==> config.mk <==
export PLATFORM = sky130hd
export DESIGN_NAME = positional_list_store_unit
export DESIGN_NICKNAME = d
export VERILOG_FILES = /design/src/rtl/pls_pkg.sv /design/src/rtl/positional_list_store_unit.sv /design/src/rtl/pls_cell.sv
export SDC_FILE = /design/constraint.sdc
export NUM_CORES = 2
export LEC_CHECK = 0
export BUFFER_PORTS_ARGS = -buffer_cell sky130_fd_sc_hd__buf_2
export CAP_MARGIN = 20
export CORE_ASPECT_RATIO = 0.8
export CORE_MARGIN = 5
export CORE_UTILIZATION = 42
export CTS_BUF_LIST = sky130_fd_sc_hd__clkbuf_8
export DETAILED_ROUTE_END_ITERATION = 12
export PLACE_DENSITY_LB_ADDON = 0.05
export SYNTH_ARGS = -nofsm -noshare
export SYNTH_HDL_FRONTEND = slang
export SYNTH_HIERARCHICAL = 1
export SYNTH_SLANG_ARGS = --single-unit
==> constraint.sdc <==
create_clock -name clk -period 15.45 [get_ports clk]
set_input_delay 0.7725 -clock clk [delete_from_list [all_inputs] [get_ports clk]]
set_output_delay 0.7725 -clock clk [all_outputs]
set_load 0.05 [all_outputs]
==> src/rtl/pls_pkg.sv <==
`default_nettype none

package pls_pkg;

	localparam int CAPACITY = 16;
	localparam int IDX_W    = (CAPACITY > 1) ? $clog2(CAPACITY) : 1;
	localparam int CNT_W    = $clog2(CAPACITY + 1);
	localparam int POS_W    = 8;
	localparam int DATA_W   = 32;
	localparam int MODE_W   = 3;
	localparam int STAT_W   = 3;
	localparam int CMP_W    = ((CNT_W > POS_W) ? CNT_W : POS_W) + 1;

	typedef enum logic [MODE_W-1:0] {
		MODE_INS_FRONT = 3'd0,
		MODE_INS_BACK  = 3'd1,
		MODE_INS_AT    = 3'd2,
		MODE_DEL_FRONT = 3'd3,
		MODE_DEL_BACK  = 3'd4,
		MODE_DEL_AT    = 3'd5,
		MODE_LIST_FWD  = 3'd6,
		MODE_LIST_REV  = 3'd7
	} mode_t;

	typedef enum logic [STAT_W-1:0] {
		STAT_OK     = 3'd0,
		STAT_BELOW  = 3'd1,
		STAT_BEYOND = 3'd2,
		STAT_EMPTY  = 3'd3,
		STAT_FULL   = 3'd4
	} status_t;

	typedef enum logic [2:0] {
		OP_HOLD    = 3'd0,
		OP_INSERT  = 3'd1,
		OP_DELETE  = 3'd2,
		OP_ROT_FWD = 3'd3,
		OP_ROT_REV = 3'd4
	} cell_op_t;

	typedef struct packed {
		cell_op_t                  op;
		logic [IDX_W-1:0]          idx;
		logic [CNT_W-1:0]          count;
		logic signed [DATA_W-1:0]  value;
	} cell_ctl_t;

endpackage

`default_nettype wire

==> src/rtl/positional_list_store_unit.sv <==
// An insert or delete gives its status beat in the cycle after acceptance. A listing of n
// elements enters the listing state, then gives one beat per cycle while out_stall is low.
// Throughput: one item per cycle for inserts/deletes while out_stall is low; a listing
// holds the input until its last beat; positional shifts move the row, listings rotate it.
// Reset (arst_n low, asynchronous) empties the list; stored values are undefined until written.
`default_nettype none

module positional_list_store_unit (
	input  wire                                   clk,
	input  wire                                   arst_n,
	input  wire                                   in_valid,
	output logic                                  in_stall,
	input  wire  [pls_pkg::MODE_W-1:0]            mode,
	input  wire  signed [pls_pkg::DATA_W-1:0]     value,
	input  wire  [pls_pkg::POS_W-1:0]             position,
	output logic                                  out_valid,
	input  wire                                   out_stall,
	output logic signed [pls_pkg::DATA_W-1:0]     element,
	output logic [pls_pkg::STAT_W-1:0]            status,
	output logic [pls_pkg::CNT_W-1:0]             length,
	output logic                                  last
);

	typedef enum logic {
		ST_IDLE,
		ST_LIST
	} state_t;

	state_t                               state_q;
	logic [pls_pkg::CNT_W-1:0]            count_q;
	logic [pls_pkg::CNT_W-1:0]            lcnt_q;
	logic                                 rev_q;
	logic                                 out_valid_q;
	logic signed [pls_pkg::DATA_W-1:0]    element_q;
	logic [pls_pkg::STAT_W-1:0]           status_q;
	logic [pls_pkg::CNT_W-1:0]            length_q;
	logic                                 last_q;

	logic                                 out_free;
	logic                                 in_acc;
	pls_pkg::status_t                     status_c;
	logic                                 ins_ok;
	logic                                 del_ok;
	logic                                 is_list;
	logic [pls_pkg::IDX_W-1:0]            idx_c;
	logic [pls_pkg::CNT_W-1:0]            count_next;
	logic [pls_pkg::CMP_W-1:0]            pos_w;
	logic [pls_pkg::CMP_W-1:0]            cnt_w;
	logic                                 is_full;
	logic                                 list_last;
	logic [pls_pkg::IDX_W-1:0]            tail_idx;
	logic signed [pls_pkg::DATA_W-1:0]    tail_data;
	pls_pkg::cell_ctl_t                   ctl;

	logic signed [pls_pkg::DATA_W-1:0]    cell_data  [pls_pkg::CAPACITY];
	logic signed [pls_pkg::DATA_W-1:0]    left_data  [pls_pkg::CAPACITY];
	logic signed [pls_pkg::DATA_W-1:0]    right_data [pls_pkg::CAPACITY];

	assign out_free = !out_valid_q || !out_stall;
	assign in_stall = (state_q != ST_IDLE) || (out_valid_q && out_stall);
	assign in_acc   = in_valid && !in_stall;

	assign out_valid = out_valid_q;
	assign element   = element_q;
	assign status    = status_q;
	assign length    = length_q;
	assign last      = last_q;

	// command decode
	always_comb begin
		pos_w    = pls_pkg::CMP_W'(position);
		cnt_w    = pls_pkg::CMP_W'(count_q);
		is_full  = count_q == pls_pkg::CNT_W'(pls_pkg::CAPACITY);
		status_c = pls_pkg::STAT_OK;
		ins_ok   = 1'b0;
		del_ok   = 1'b0;
		is_list  = 1'b0;
		idx_c    = '0;
		unique case (mode) inside
			pls_pkg::MODE_INS_FRONT, pls_pkg::MODE_INS_BACK: begin
				idx_c = (mode == pls_pkg::MODE_INS_FRONT) ? '0 :
					pls_pkg::IDX_W'(count_q);
				if (is_full) begin
					status_c = pls_pkg::STAT_FULL;
				end else begin
					ins_ok = 1'b1;
				end
			end
			pls_pkg::MODE_INS_AT: begin
				idx_c = pls_pkg::IDX_W'(position - pls_pkg::POS_W'(1));
				if (pos_w == '0) begin
					status_c = pls_pkg::STAT_BELOW;
				end else if (pos_w > cnt_w + pls_pkg::CMP_W'(1)) begin
					status_c = pls_pkg::STAT_BEYOND;
				end else if (is_full) begin
					status_c = pls_pkg::STAT_FULL;
				end else begin
					ins_ok = 1'b1;
				end
			end
			pls_pkg::MODE_DEL_FRONT, pls_pkg::MODE_DEL_BACK: begin
				idx_c = (mode == pls_pkg::MODE_DEL_FRONT) ? '0 :
					pls_pkg::IDX_W'(count_q - pls_pkg::CNT_W'(1));
				if (count_q == '0) begin
					status_c = pls_pkg::STAT_EMPTY;
				end else begin
					del_ok = 1'b1;
				end
			end
			pls_pkg::MODE_DEL_AT: begin
				idx_c = pls_pkg::IDX_W'(position - pls_pkg::POS_W'(1));
				if (count_q == '0) begin
					status_c = pls_pkg::STAT_EMPTY;
				end else if (pos_w == '0) begin
					status_c = pls_pkg::STAT_BELOW;
				end else if (pos_w > cnt_w) begin
					status_c = pls_pkg::STAT_BEYOND;
				end else begin
					del_ok = 1'b1;
				end
			end
			pls_pkg::MODE_LIST_FWD, pls_pkg::MODE_LIST_REV: begin
				is_list = 1'b1;
				if (count_q == '0) begin
					status_c = pls_pkg::STAT_EMPTY;
				end
			end
			default: begin
				status_c = pls_pkg::STAT_OK;
			end
		endcase

		if (ins_ok) begin
			count_next = count_q + pls_pkg::CNT_W'(1);
		end else if (del_ok) begin
			count_next = count_q - pls_pkg::CNT_W'(1);
		end else begin
			count_next = count_q;
		end

		list_last = (lcnt_q + pls_pkg::CNT_W'(1)) == count_q;
		tail_idx  = pls_pkg::IDX_W'(count_q - pls_pkg::CNT_W'(1));
		tail_data = cell_data[tail_idx];
	end

	// row control, broadcast to every cell
	always_comb begin
		ctl.op    = pls_pkg::OP_HOLD;
		ctl.idx   = idx_c;
		ctl.count = count_q;
		ctl.value = value;
		if (in_acc && ins_ok) begin
			ctl.op = pls_pkg::OP_INSERT;
		end else if (in_acc && del_ok) begin
			ctl.op = pls_pkg::OP_DELETE;
		end else if (state_q == ST_LIST && out_free) begin
			ctl.op = rev_q ? pls_pkg::OP_ROT_REV : pls_pkg::OP_ROT_FWD;
		end
	end

	for (genvar g = 0; g < pls_pkg::CAPACITY; g++) begin : g_cell
		if (g == 0) begin : g_first
			assign left_data[g] = '0;
		end else begin : g_mid_l
			assign left_data[g] = cell_data[g-1];
		end
		if (g == pls_pkg::CAPACITY - 1) begin : g_final
			assign right_data[g] = '0;
		end else begin : g_mid_r
			assign right_data[g] = cell_data[g+1];
		end

		pls_cell u_cell (
			.clk        (clk),
			.ctl        (ctl),
			.self_idx   (pls_pkg::IDX_W'(g)),
			.left_data  (left_data[g]),
			.right_data (right_data[g]),
			.head_data  (cell_data[0]),
			.tail_data  (tail_data),
			.data_q     (cell_data[g])
		);
	end

	always_ff @(posedge clk or negedge arst_n) begin
		if (!arst_n) begin
			state_q     <= ST_IDLE;
			count_q     <= '0;
			lcnt_q      <= '0;
			rev_q       <= 1'b0;
			out_valid_q <= 1'b0;
			element_q   <= '0;
			status_q    <= '0;
			length_q    <= '0;
			last_q      <= 1'b0;
		end else begin
			unique case (state_q)
				ST_IDLE: begin
					if (in_acc) begin
						if (is_list && count_q != '0) begin
							state_q     <= ST_LIST;
							lcnt_q      <= '0;
							rev_q       <= mode == pls_pkg::MODE_LIST_REV;
							out_valid_q <= 1'b0;
						end else begin
							out_valid_q <= 1'b1;
							element_q   <= '0;
							status_q    <= status_c;
							length_q    <= count_next;
							last_q      <= 1'b1;
							count_q     <= count_next;
						end
					end else if (out_free) begin
						out_valid_q <= 1'b0;
					end
				end
				ST_LIST: begin
					if (out_free) begin
						out_valid_q <= 1'b1;
						element_q   <= rev_q ? tail_data : cell_data[0];
						status_q    <= pls_pkg::STAT_OK;
						length_q    <= count_q;
						last_q      <= list_last;
						lcnt_q      <= lcnt_q + pls_pkg::CNT_W'(1);
						if (list_last) begin
							state_q <= ST_IDLE;
						end
					end
				end
				default: begin
					state_q     <= ST_IDLE;
					out_valid_q <= 1'b0;
				end
			endcase
		end
	end

`ifndef SYNTHESIS
	a_count_bound: assert property (@(posedge clk) disable iff (!arst_n)
		count_q <= pls_pkg::CNT_W'(pls_pkg::CAPACITY))
		else $error("element count beyond capacity");

	a_list_nonempty: assert property (@(posedge clk) disable iff (!arst_n)
		state_q == ST_LIST |-> count_q != '0 && lcnt_q < count_q)
		else $error("listing with no element left to send");

	a_status_last: assert property (@(posedge clk) disable iff (!arst_n)
		out_valid && status != pls_pkg::STAT_OK |-> last)
		else $error("status beat not marked last");

	a_list_count_held: assert property (@(posedge clk) disable iff (!arst_n)
		state_q == ST_LIST |=> count_q == $past(count_q))
		else $error("count changed during a listing");
`endif

endmodule

`default_nettype wire

==> src/rtl/pls_cell.sv <==
`default_nettype none

module pls_cell (
	input  wire                                   clk,
	input  wire  pls_pkg::cell_ctl_t              ctl,
	input  wire  [pls_pkg::IDX_W-1:0]             self_idx,
	input  wire  signed [pls_pkg::DATA_W-1:0]     left_data,
	input  wire  signed [pls_pkg::DATA_W-1:0]     right_data,
	input  wire  signed [pls_pkg::DATA_W-1:0]     head_data,
	input  wire  signed [pls_pkg::DATA_W-1:0]     tail_data,
	output logic signed [pls_pkg::DATA_W-1:0]     data_q
);

	logic [pls_pkg::CNT_W-1:0] self_cnt;
	logic                      in_range;
	logic                      at_end;
	logic                      at_idx;
	logic                      past_idx;

	always_comb begin
		self_cnt = pls_pkg::CNT_W'(self_idx);
		in_range = self_cnt < ctl.count;
		at_end   = (self_cnt + pls_pkg::CNT_W'(1)) == ctl.count;
		at_idx   = self_idx == ctl.idx;
		past_idx = self_idx > ctl.idx;
	end

	always_ff @(posedge clk) begin
		case (ctl.op)
			pls_pkg::OP_INSERT: begin
				if (at_idx) begin
					data_q <= ctl.value;
				end else if (past_idx) begin
					data_q <= left_data;
				end
			end
			pls_pkg::OP_DELETE: begin
				if (at_idx || past_idx) begin
					data_q <= right_data;
				end
			end
			pls_pkg::OP_ROT_FWD: begin
				if (in_range) begin
					data_q <= at_end ? head_data : right_data;
				end
			end
			pls_pkg::OP_ROT_REV: begin
				if (in_range) begin
					data_q <= (self_idx == '0) ? tail_data : left_data;
				end
			end
			default: begin
				data_q <= data_q;
			end
		endcase
	end

endmodule

`default_nettype wire
* Word-level counts from Yosys, hierarchy flattened
Index checks and enable logic that the tools add are counted.
** Storage, ports and cells
- Logic and storage cells :: 414
- Flip-flop bits (word level) :: 566
- Input bits :: 47
- Output and inout port bits :: 43
** Cells by class
- Bitwise gates (word level) :: 3
- $add $sub $neg :: 5
- Magnitude comparators :: 35
- Equal/unequal tests :: 114
- Reductions and logical operators :: 59
- Mux-type cells :: 173
** Operators with widths (count)
- $mux 32 :: 102
- $pmux 32 s4 :: 16
- $bmux 32 s4 :: 1
- $ne 2x1->1 const B :: 49
- $reduce_and 5->1 :: 15
- $pmux 32 s2 :: 1
- $ne 3x1->1 const B :: 16
- $eq 4x5->1 const A :: 8
- $lt 4x5->1 const A :: 8
- $mux 5 :: 8
- $eq 4x4->1 const A :: 8
- $gt 4x4->1 const A :: 8
- $mux 3 :: 10
- $eq 3x5->1 const A :: 4
- $lt 3x5->1 const A :: 4
- $pmux 5 s2 :: 2
- $mux 1 :: 19
- $logic_or 1x1->1 :: 18
- $eq 3x4->1 const A :: 4
- $gt 3x4->1 const A :: 4
- $eq 3x3->1 const B :: 5
- $eq 3x2->1 const B :: 4
- $pmux 3 s4 :: 1
- $pmux 4 s3 :: 1
- other kinds (40) :: 73

* Longest topological paths before layout
- Depth after elaboration :: 11
- Mapped depth :: 22
- Mapped depth without buffers :: 15

* By module
Netlist, hierarchy kept.
** By module, submodules not included
- pls_cell (g_cell[1].u_cell ...) :: area each 2643.8 um2, seq. area each 960.9 um2, times used 9, cells an instance 232
- pls_cell (g_cell[0].u_cell ...) :: area each 3106.7 um2, seq. area each 960.9 um2, times used 7, cells an instance 346
- positional_list_store_unit :: area each 7224.4 um2, seq. area each 1351.3 um2, times used 1, cells an instance 568

* Worst setup path before layout
No wires, ideal clock.
- Path type :: flip-flop to flip-flop
- Start :: register count_q[0] (netlist bit)
- End :: register g_cell[0].u_cell/data_q[0] (netlist bit), enable pin
- Required time :: 15.060 ns
- Path buffers :: 6
- Slack :: 7.461 ns
- Data arrival time :: 7.599 ns
- Library setup time :: 0.390 ns
- Clock period less this slack :: 7.989 ns
- Cell stages (with the launch flop) :: 20
- Cell sequence :: dfrtp_1 > buf_2 > buf_1 > inv_1 > ha_1 > buf_2 > clkbuf_1 > clkbuf_1 > inv_1 > ha_1 > nand2b_1 > a211o_1 > a211oi_1 > nor2_2 > nand2_1 > o21ai_0 > or3b_1 > buf_6 > nor2_1 > or3_1
** RTL lines
- from (decl) :: RTL line positional_list_store_unit.sv:30 : logic [pls_pkg::CNT_W-1:0] count_q;
- from (signal assigned) :: RTL line positional_list_store_unit.sv:211 : count_q <= count_next;
- to (signal assigned) :: RTL line pls_cell.sv:32 : data_q <= ctl.value;
- to (signal assigned) :: RTL line pls_cell.sv:34 : data_q <= left_data;
- to (signal assigned) :: RTL line pls_cell.sv:39 : data_q <= right_data;
- to (decl) :: RTL line pls_cell.sv:11 : output logic signed [pls_pkg::DATA_W-1:0] data_q

==> flow_summary_export.csv <==
group,metric,value,unit
final_layout,drive_gt1_share,11.89,%
timing,worst_pin_slew,1.150,ns
timing,finClkSkew,0.03603,ns
final_layout,mostFrequentLayoutCells,"mux2i_1 (1059), edfxtp_1 (512), o22ai_1 (508)",
timing,maxSlewHeadroom,23.14,%
timing,min_period_over_period,40.62,%
timing,whs,0.07807,ns
global_routing,track_usage,27.72,%
synth,ys_ff_latch,566,
die,die_h,327.0,um
routing,drtIter0Drc,5258,
worst_setup_path,critPathTopFamily,"buffers and inverters",
timing,finalHoldViolCount,0,
final_layout,stdcell_area,57800,sq um
cts,cts_sinks,566,
synth,synth_top_cells_by_area,"edfxtp_1 (29%), mux2i_1 (20%), mux4_2 (6.8%)",
worst_setup_path,crit_path_frequent_cell,"buf_4",
synth,synth_largest_area_cell,"edfxtp_1",
global_routing,grt_pass1_vias,41890,
worst_setup_path,required,15.96,ns
global_routing,antenna_found_initial,22,
status,status,"finished, final reports clean",
cts,holdBufCountCts,0,
hold_path,hold_class,"input port to async pin",
routing,drtPass1Iterations,6,
die,die-area,132900,sq um
worst_setup_path,crit_chain,"inv_1 -> ha_4 -> inv_1 -> ha_1 -> nand2_1 -> nor3_1 -> a211oi_1 -> nor2_2 -> nand2_1 -> o21ai_4 -> buf_4 -> buf_4 -> or3b_1 -> buf_4 -> nor2_1 -> or3_1 -> buf_4",
synth,synth-async-reset-ratio,9.541,%
worst_setup_path,crit_fanout,58,
synth,syn_area_per_cell,10.39,sq um
synth,syn_inst,5078,
power_and_ir_drop,p_leak,23.74,nW
placed_design,io_buffers,89,
die,rows,116,
final_layout,nets,5622,
cts,ctsResizeCount,0,
routing,wire_per_inst,26.82,um
die,core_area,125000,sq um
placed_design,placed_area,55570,sq um
routing,vias,46210,
worst_setup_path,r2r-start,"count_q[0]",
routing,wl_met2,75910,um
flow_run,drv_cap,0,
cts,cts_setup_buffers,0,
final_layout,postLayoutCoreUtil,46.25,%
timing,rsz0062_at_grt,"false",
worst_setup_path,crit_path_start_kind,"flip-flop",
die,initial_core_util,42.22,%
synth,ys_seq_area_share,31.70,%
die,pin_count,90,
synth,synthFlopType,"edfxtp_1",
final_layout,area_growth,9.540,%
power_and_ir_drop,power,13.56,mW
placed_design,dpl.hpwl,141100,um
power_and_ir_drop,powerDensity,234.5,nW/um^2
global_routing,grt_first_pass_wirelength,285100,um
cts,clk_latency,0.83,ns
routing,met3_length,19090,um
worst_setup_path,cp.buffers_inverters,6,
cts,clkSlewWorstSetupHoldPaths,0.06,ns
routing,viasPerCell,6.467,
synth,synth_edf_count,512,
timing,fin_setup_tns,0,ns
global_routing,grt_start_max_net_pins,105,
routing,highest_layer,"met4",
cts,cts_buffers,107,
timing,fmaxAchievable,159.3,MHz
synth,synth.yosys.warnings,6,
worst_setup_path,path_class,"flip-flop to flip-flop",
synth,synth_top_cell_area_share,29.14,%
routing,drt-total-wl,191600,um
placed_design,place_congestion,0.8522,
routing,ant_nets,0,
cts,clk_path_buf_depth,3,
routing,drc,0,
worst_setup_path,crit_path_top_delay_cell,"dfrtp_4",
worst_setup_path,end_kind,"flip-flop",
timing,setup_viol_count_final,0,
final_layout,layout_commonest_cell,"mux2i_1",
cts,cts_tree,"done",
die,die_w,406.3,um
routing,wl_met1,93580,um
worst_setup_path,cp_data_arrival_time,6.78,ns
timing,period_needed,6.276,ns
timing,maxSlewViolCount,0,
power_and_ir_drop,ir_worst_vdd,0.1370,mV
cts,htreeDepth,3,
worst_setup_path,slowest_delay,1.03,ns
global_routing,overflow,0,
worst_setup_path,cp-startpoint,"count_q[0]",
synth,synth.cell_area,52770,sq um
cts,cts-root-buf,"clkbuf_8",
synth,synth_cell_types,77,
==> power breakdown <==
group / leakage, nW / internal (mW) / switching, mW
Combinational: 16.9 / 2.92 / 4.86
Clock: 1.20 / 0.751 / 0.753
Sequential: 5.62 / 3.06 / 1.22
==> registers in the layout (all words and copies together) (netlist names) <==
| register | cells |
|---|---|
| g_cell.u_cell/data_q | 512 |
| state_q | 1 |
| element | 32 |
| last | 1 |
| lcnt_q | 5 |
| rev_q | 1 |
| length | 5 |
| status | 3 |
| count_q | 5 |
| out_valid | 1 |
==> worst reg2reg max path: cells and delay by family, from the launching register on <==
family | cells | cell delay (ns)
AOI/OAI and AO/OA | 2 | 0.19
and+or+nand+nor | 7 | 1.58
adders and majority gates | 2 | 1.07
DFF | 1 | 1.03
buffers and inverters | 6 | 2.04
==> metal layers <==
metal	vias up	global-route usage, %
li1	20820	-
met1	22890	44.69
met2	2266	38.34
met3	230	5.137
met4	0	4.812
met5	-	0
==> path summary, 6_finish.rpt <==
check | end | slack, ns | cells past startpoint
max | g_cell[0].u_cell/data_q[19] | 9.17 | 17
min | lcnt_q[3] | 0.08 | 2
max reg2reg | g_cell[0].u_cell/data_q[19] | 9.17 | 17
min reg2reg | element[3] | 0.48 | 2
max in group asynchronous | count_q[0] | 14.78 | 2
min in group clk | state_q | 0.22 | 3
==> per-stage QoR <==
step	cells	worst slack, ns
after floorplan	5515	7.461
after global placement	6933	9.100
after detailed placement	6936	8.985
after CTS	7131	8.935
after global routing	7142	8.784
final	7145	9.174
==> cell usage after synthesis, types with 76 or more instances <==
master	number
a221o_1	280
a31oi_1	219
buf_2	219
buf_6	76
clkbuf_1	101
edfxtp_1	512
ha_1	176
inv_1	162
mux2i_1	1059
mux4_2	160
nand2_1	304
nand3_1	280
nand4_1	235
o22ai_1	509
==> cell families after synthesis <==
family                     synth area share, %
AOI/OAI and AO/OA                        17.37
adders and majority gates                4.173
DFF                                      31.70
xor gates and xnor gates                 1.684
and+or+nand+nor                          11.54
buffers and inverters                    6.374
other                                  0.01423
muxes                                    27.15
==> final cells by class <==
class | count | area, sq um
tap | 1652 | 2067
multi-input combinational | 4317 | 34520
inverter | 165 | 619.3
clock inverter | 84 | 511.7
clock buffer | 111 | 1528
fill | 11770 | 67170
timing repair buffer | 242 | 1799
antenna | 8 | 20.02
sequential | 566 | 16740
No activity file was read; power rests on OpenSTA's default activity.
